**src/u2u_pkg.sv**
```systemverilog
// ----------------------------------------------------------------------------
// UTF-8 to UTF-16 decoder package
// Widths, code points, status codes and register map of the decoder.
// ----------------------------------------------------------------------------
`default_nettype none

package u2u_pkg;

	localparam int IN_DATA_W  = 8;
	localparam int OUT_DATA_W = 40;
	localparam int LIMIT_W    = 17;
	localparam int UNITS_W    = 17;
	localparam int SCALAR_W   = 21;
	localparam int CFG_DATA_W = 32;
	localparam int CFG_ADDR_W = 3;

	typedef enum logic [1:0] {
		ST_OK        = 2'd0,
		ST_INVALID   = 2'd1,
		ST_OVERSIZED = 2'd2
	} status_t;

	localparam logic [0:0] REG_UNIT_LIMIT = 1'b0;

	localparam logic [LIMIT_W-1:0] UNIT_LIMIT_RESET = 17'h10000;

	localparam logic [7:0] ASCII_MAX  = 8'h7F;
	localparam logic [7:0] LEAD2_MIN  = 8'hC2;
	localparam logic [7:0] LEAD2_MAX  = 8'hDF;
	localparam logic [7:0] LEAD3_MIN  = 8'hE0;
	localparam logic [7:0] LEAD3_MAX  = 8'hEF;
	localparam logic [7:0] LEAD4_MIN  = 8'hF0;
	localparam logic [7:0] LEAD4_MAX  = 8'hF4;
	localparam logic [7:0] CONT_MASK  = 8'hC0;
	localparam logic [7:0] CONT_MARK  = 8'h80;

	localparam logic [SCALAR_W-1:0] MIN_3BYTE  = 21'h000800;
	localparam logic [SCALAR_W-1:0] MIN_4BYTE  = 21'h010000;
	localparam logic [SCALAR_W-1:0] BMP_MAX    = 21'h00FFFF;
	localparam logic [SCALAR_W-1:0] SURR_MIN   = 21'h00D800;
	localparam logic [SCALAR_W-1:0] SURR_MAX   = 21'h00DFFF;
	localparam logic [SCALAR_W-1:0] SCALAR_MAX = 21'h10FFFF;

	localparam logic [5:0] HIGH_SURR_TAG = 6'b110110;
	localparam logic [5:0] LOW_SURR_TAG  = 6'b110111;

endpackage

`default_nettype wire

```
**src/utf8_to_utf16_validating_decoder_top.sv**
```systemverilog
// ----------------------------------------------------------------------------
// UTF-8 to UTF-16 validating decoder
// Streams UTF-8 bytes in, emits UTF-16 units or surrogate pairs with status.
// ----------------------------------------------------------------------------
// Input stream s_*: one UTF-8 byte per transaction in s_tdata[7:0], s_tlast
// on the last byte of a stream. Output stream m_*: one transaction per
// valid scalar within the limit or per last byte, m_tlast marking the latter,
// whose status is the verdict on the whole stream (0 ok, 1 invalid,
// 2 oversized). After the first error no more units leave until the end.
// A byte passes an input register, then the decode and state update into
// the output register. The block takes one byte per cycle unless a result
// must wait for a stalled output. The input register keeps accepting while
// a result waits; when m_tready is low and a new result is due, s_tready
// drops until the output register drains. Bytes that make no result never
// stall. Reset clears the stream state and sets unit_limit to 65536.
// unit_limit sits at APB byte address 0 and should be written only while
// the block is idle.
// ----------------------------------------------------------------------------
`default_nettype none

module utf8_to_utf16_validating_decoder_top
	import u2u_pkg::*;
(
	input  wire logic                  clk,
	input  wire logic                  arst_n,
	input  wire logic                  s_tvalid,
	output logic                       s_tready,
	input  wire logic [IN_DATA_W-1:0]  s_tdata,   // [7:0] byte_value
	input  wire logic                  s_tlast,   // final_byte
	output logic                       m_tvalid,
	input  wire logic                  m_tready,
	output logic [OUT_DATA_W-1:0]      m_tdata,   // [1:0] unit_count, [17:2] first_unit,
	                                              // [33:18] second_unit, [35:34] status
	output logic                       m_tlast,   // end_of_stream
	input  wire logic                  psel,
	input  wire logic                  penable,
	input  wire logic                  pwrite,
	input  wire logic [CFG_ADDR_W-1:0] paddr,
	input  wire logic [CFG_DATA_W-1:0] pwdata,
	output logic [CFG_DATA_W-1:0]      prdata,
	output logic                       pready
);

	logic [7:0]          byte_s1;
	logic                final_s1;
	logic                valid_s1;

	logic [1:0]          pend_q, pend_d;
	logic [2:0]          seqlen_q, seqlen_d;
	logic [SCALAR_W-1:0] acc_q, acc_d;
	logic                invalid_q, invalid_d;
	logic                oversize_q, oversize_d;
	logic [UNITS_W-1:0]  units_q, units_d;
	logic [LIMIT_W-1:0]  limit_q;

	logic                m_valid_q;
	logic [1:0]          count_q;
	logic [15:0]         unit0_q, unit1_q;
	status_t             status_q;
	logic                last_q;

	logic                done;
	logic [1:0]          n_units, k_units;
	logic [15:0]         u0, u1;
	logic [SCALAR_W-1:0] scalar, vdiff;
	logic [UNITS_W:0]    sum;
	status_t             status_d;
	logic                has_res, consume, out_free, cfg_wr;

	assign pready   = 1'b1;
	assign cfg_wr   = psel && penable && pwrite && pready && (paddr[2] == REG_UNIT_LIMIT);
	assign prdata   = (paddr[2] == REG_UNIT_LIMIT) ?
		{{(CFG_DATA_W-LIMIT_W){1'b0}}, limit_q} : '0;

	always_ff @(posedge clk or negedge arst_n) begin
		if (!arst_n) begin
			limit_q <= UNIT_LIMIT_RESET;
		end else if (cfg_wr) begin
			limit_q <= pwdata[LIMIT_W-1:0];
		end
	end

	always_comb begin
		pend_d     = pend_q;
		seqlen_d   = seqlen_q;
		acc_d      = acc_q;
		invalid_d  = invalid_q;
		oversize_d = oversize_q;
		units_d    = units_q;
		done       = 1'b0;
		n_units    = 2'd0;
		k_units    = 2'd0;
		u0         = 16'd0;
		u1         = 16'd0;
		scalar     = '0;
		vdiff      = '0;
		sum        = '0;
		status_d   = ST_OK;
		if (!invalid_q && !oversize_q) begin
			if (pend_q == 2'd0) begin
				priority if (byte_s1 <= ASCII_MAX) begin
					acc_d    = {13'd0, byte_s1};
					seqlen_d = 3'd1;
					done     = 1'b1;
				end else if (byte_s1 >= LEAD2_MIN && byte_s1 <= LEAD2_MAX) begin
					acc_d    = {16'd0, byte_s1[4:0]};
					seqlen_d = 3'd2;
					pend_d   = 2'd1;
				end else if (byte_s1 >= LEAD3_MIN && byte_s1 <= LEAD3_MAX) begin
					acc_d    = {17'd0, byte_s1[3:0]};
					seqlen_d = 3'd3;
					pend_d   = 2'd2;
				end else if (byte_s1 >= LEAD4_MIN && byte_s1 <= LEAD4_MAX) begin
					acc_d    = {18'd0, byte_s1[2:0]};
					seqlen_d = 3'd4;
					pend_d   = 2'd3;
				end else begin
					invalid_d = 1'b1;
				end
			end else if ((byte_s1 & CONT_MASK) != CONT_MARK) begin
				invalid_d = 1'b1;
			end else begin
				acc_d  = {acc_q[SCALAR_W-7:0], byte_s1[5:0]};
				pend_d = pend_q - 2'd1;
				done   = (pend_q == 2'd1);
			end

			if (done) begin
				scalar = acc_d;
				if ((seqlen_d == 3'd3 && scalar < MIN_3BYTE) ||
				    (seqlen_d == 3'd4 && scalar < MIN_4BYTE) ||
				    (scalar >= SURR_MIN && scalar <= SURR_MAX) ||
				    scalar > SCALAR_MAX) begin
					invalid_d = 1'b1;
				end else begin
					if (scalar <= BMP_MAX) begin
						k_units = 2'd1;
						u0      = scalar[15:0];
					end else begin
						vdiff   = scalar - MIN_4BYTE;
						k_units = 2'd2;
						u0      = {HIGH_SURR_TAG, vdiff[19:10]};
						u1      = {LOW_SURR_TAG, vdiff[9:0]};
					end
					sum = {1'b0, units_q} + {{(UNITS_W-1){1'b0}}, k_units};
					if (sum > {1'b0, limit_q}) begin
						oversize_d = 1'b1;
						u0         = 16'd0;
						u1         = 16'd0;
					end else begin
						units_d = sum[UNITS_W-1:0];
						n_units = k_units;
					end
				end
				seqlen_d = 3'd0;
				acc_d    = '0;
			end
		end
		if (final_s1) begin
			if (!invalid_d && !oversize_d && pend_d != 2'd0) begin
				invalid_d = 1'b1;
			end
			status_d = invalid_d ? ST_INVALID : (oversize_d ? ST_OVERSIZED : ST_OK);
		end
	end

	assign has_res  = final_s1 || (n_units != 2'd0);
	assign out_free = !m_valid_q || m_tready;
	assign consume  = valid_s1 && (!has_res || out_free);
	assign s_tready = !valid_s1 || consume;

	always_ff @(posedge clk or negedge arst_n) begin
		if (!arst_n) begin
			valid_s1 <= 1'b0;
		end else if (s_tready) begin
			valid_s1 <= s_tvalid;
		end
	end

	always_ff @(posedge clk) begin
		if (s_tready && s_tvalid) begin
			byte_s1  <= s_tdata[7:0];
			final_s1 <= s_tlast;
		end
	end

	always_ff @(posedge clk or negedge arst_n) begin
		if (!arst_n) begin
			pend_q     <= 2'd0;
			seqlen_q   <= 3'd0;
			acc_q      <= '0;
			invalid_q  <= 1'b0;
			oversize_q <= 1'b0;
			units_q    <= '0;
		end else if (consume) begin
			if (final_s1) begin
				pend_q     <= 2'd0;
				seqlen_q   <= 3'd0;
				acc_q      <= '0;
				invalid_q  <= 1'b0;
				oversize_q <= 1'b0;
				units_q    <= '0;
			end else begin
				pend_q     <= pend_d;
				seqlen_q   <= seqlen_d;
				acc_q      <= acc_d;
				invalid_q  <= invalid_d;
				oversize_q <= oversize_d;
				units_q    <= units_d;
			end
		end
	end

	always_ff @(posedge clk or negedge arst_n) begin
		if (!arst_n) begin
			m_valid_q <= 1'b0;
		end else if (consume && has_res) begin
			m_valid_q <= 1'b1;
		end else if (m_tready) begin
			m_valid_q <= 1'b0;
		end
	end

	always_ff @(posedge clk) begin
		if (consume && has_res) begin
			count_q  <= n_units;
			unit0_q  <= u0;
			unit1_q  <= u1;
			status_q <= status_d;
			last_q   <= final_s1;
		end
	end

	assign m_tvalid = m_valid_q;
	assign m_tlast  = last_q;
	assign m_tdata  = {4'd0, status_q, unit1_q, unit0_q, count_q};

endmodule

`default_nettype wire

```
**config.mk**
```make
export PLATFORM = sky130hd
export DESIGN_NAME = utf8_to_utf16_validating_decoder_top
export DESIGN_NICKNAME = d
export VERILOG_FILES = /design/src/u2u_pkg.sv /design/src/utf8_to_utf16_validating_decoder_top.sv
export SDC_FILE = /design/constraint.sdc
export NUM_CORES = 1
export LEC_CHECK = 0
export ABC_AREA = 1
export ABC_CLOCK_PERIOD_IN_PS = 6950
export BUFFER_PORTS_ARGS = -buffer_cell sky130_fd_sc_hd__buf_2
export CORE_MARGIN = 1
export CORE_UTILIZATION = 45
export CTS_CLUSTER_DIAMETER = 120
export DETAILED_ROUTE_END_ITERATION = 6
export PLACE_DENSITY = 0.67
export RECOVER_POWER = 50
export REMOVE_ABC_BUFFERS = 1
export SETUP_SLACK_MARGIN = 0.02
export SYNTH_ARGS = -nofsm -noshare
export SYNTH_HDL_FRONTEND = slang
export SYNTH_SLANG_ARGS = --single-unit
```
**constraint.sdc**
```tcl
create_clock -name clk -period 6.95 [get_ports clk]
set_input_delay 1.39 -clock clk [delete_from_list [all_inputs] [get_ports clk]]
set_output_delay 1.39 -clock clk [all_outputs]
set_load 0.02 [all_outputs]
```
==> reports/results.tsv <==
stage	metric	value	unit
place	gp_routability_congestion	0.895	
timing	setup_violations	1	
routing	wl_per_cell	14.0	um
die	initial_core_util	46.0	%
global_route	track_usage	23.2	%
timing	rsz0062_at_grt	yes	
timing	layout_setup_ws	-183	ps
global_route	grt_antenna_before_repair	0	
routing	num_vias	6176	
timing	fin_crit	7130	ps
global_route	grt_pass1_vias	5672	
final_layout	drive_gt1_share	27.9	%
synthesis	ys_ff_latch	105	
global_route	grt.overflow.total	0	
routing	drc	1	
setup_path	required	5560	ps
die	coreArea	14500	um^2
die	die_w	124	um
clock_tree	cts_tree	done	
synthesis	synth.avg_cell_area	7.79	um^2
place	io_buffers	88	
die	io_pins	127	
clock_tree	htreeDepth	3	
power	ir_worst_vdd	0.207	mV
routing	viasPerCell	5.04	
setup_path	end_kind	primary output	
synthesis	yosys_warnings	0	
timing	period_share	103	%
global_route	grt_max_degree	65	
final_layout	layout_commonest_cell	nand2_1	
status	status	finished, violations left	
final_layout	layout_common_cells	nand2_1, nor2_1, buf_4	
power	power	3.46	mW
synthesis	synth_cell_types	45	
final_layout	diodes	0	
status	violations	design-rule violations, max-capacitance violations, max-slew violations, negative setup slack	
die	die_area	15300	um^2
timing	skew	10.3	ps
timing	maxSlewViolCount	65	
clock_tree	clock_latency	360	ps
synthesis	syn_inst	855	
timing	fmax	0.140	GHz
setup_path	crit_fanout	7	
synthesis	ys_seq_area_share	42.5	%
timing	worst_slew_pin_slew	3660	ps
global_route	grt_first_pass_wirelength	27.2	mm
power	leakage	4.09	nW
place	dp_hpwl	11.6	mm
clock_tree	root_buffer	clkbuf_16	
clock_tree	cts_hold_buf	0	
die	die_h	124	um
synthesis	netlist_area	6660	um^2
job	cap_violations	1	
routing	routed_wl	17.2	mm
setup_path	cp_slowest_cell	edfxtp_1	
routing	firstDrtPassIters	7	
setup_path	critical_path_class	reg -> out	
final_layout	syn_to_final_growth	28.8	%
power	power.density	403	nW/um^2
clock_tree	clkTransAtPathRegs	70	ps
clock_tree	numClockSinks	105	
setup_path	slowest_delay	460	ps
clock_tree	cts_made_buffers	9	
hold_path	hold_class	reg -> reg	
timing	hold_violations	0	
setup_path	critPathArrivalTime	5740	ps
final_layout	fin_nets	1111	
timing	relSlewSlack	-144	%
setup_path	start_kind	flip-flop	
routing	drt_iter0_drc	479	
clock_tree	clock_path_buffers	2	
routing	drtAntennaViolNets	0	
die	row_count	44	
timing	tns	-183	ps
==> synth_stat cells (all sizes together) <==
cell,number,area [um^2]
nor3,4,20.0
xnor2,6,52.6
a21oi,37,196
nor2,142,576
nand4,7,58.8
o22ai,12,75.1
dfstp,1,26.3
ha,23,288
inv,99,372
a21boi,2,26.3
edfxtp,41,1230
and3,1,6.26
dfrtp,63,1580
a22oi,2,15.0
nor4,4,25.0
nand3b,3,22.5
nand2,219,872
o2111ai,1,8.76
o211ai,9,67.6
o21ai,47,246
buf,41,303
conb,2,7.51
fa,1,20.0
o21bai,2,15.0
a31oi,1,6.26
xor2,7,61.3
nand3,64,420
a32oi,1,8.76
clkbuf,11,41.3
o311ai,2,17.5
==> logic make-up after synthesis <==
group / synth area share, %
XOR/XNOR: 1.71
adder cells (fa/ha/maj): 4.62
other: 0.113
buffers and inverters: 10.7
AO/OA/AOI/OAI: 10.3
flip-flops: 42.5
AND/OR/NAND/NOR: 30.0
==> worst paths after layout <==
path | depth (start not counted) | start | to | slack [ps]
hold / removal | 2 | acc_q[2] | acc_q[2] | 480
setup reg to reg | 41 | byte_s1[4] | unit0_q[13] | 780
setup / recovery | 39 | byte_s1[4] | s_tready | -180
min in group asynchronous | 2 | arst_n | acc_q[17] | 2390
hold reg to reg | 2 | acc_q[2] | acc_q[2] | 480
max in group asynchronous | 2 | arst_n | limit_q[10] | 2490
==> layout make-up <==
type                    instances  area (um^2)
repair buffers                203         1310
fillers                      1326         5900
inverters                      99          372
well taps                     184          230
flip-flops and latches        105         2830
clock buffers                  12          258
clock inverters                 4         51.3
multi-input cells             618         3520
==> state kept, by name, summed over array words and instances, names as in the netlist <==
signal and flops:
acc_q 21, limit_q 17, units_q 17, unit0_q 16, unit1_q 11, byte_s1 8
seqlen_q 3, count_q 2, pend_q 2, status_q 2, final_s1 1, invalid_q 1
m_tlast 1, m_tvalid 1, oversize_q 1, valid_s1 1
==> repair_timing <==
item	in CTS	in global routing
pin swaps	14	42
gates resized for setup	45	41
buffers inserted	15	23
hold endpoints to repair	0	0
cloned	0	2
endpoints found under the setup margin	1	1
==> report_power, final <==
| part | switching, mW | total [mW] | internal [mW] |
|---|---|---|---|
| clock | 0.238 | 0.541 | 0.303 |
| sequential | 0.0833 | 0.922 | 0.838 |
| combinational | 1.23 | 1.99 | 0.762 |
==> metal layers <==
layer / track usage, % / wire [um]
met4: 9.64 / 330
met5: 0 / 0
met1: 31.2 / 7860
met2: 36.3 / 7850
met3: 4.72 / 1120
==> worst max-delay path, delay by kind of cell (launching register included) <==
family	cells	cell delay, ps
and+or+nand+nor	25	2820
AOI/OAI and AO/OA	5	800
DFF	1	460
buffers and inverters	6	460
adders and majority gates	3	790
==> per-stage QoR <==
stage | cells | util, % | instance area [um^2] | setup WS (ps) | hold WS, ps
after floorplan | 822 | - | 6390 | -104 | 444
after global placement | 1169 | 52.8 | 7640 | 1.76 | 463
after detailed placement | 1169 | 52.8 | 7640 | -34.7 | 465
after CTS | 1200 | 56.9 | 8240 | 37.8 | 483
after global routing | 1225 | 59.3 | 8580 | -534 | 502
final | 1225 | 59.3 | 8580 | -183 | 481
Power figures use the tool's default switching activity.
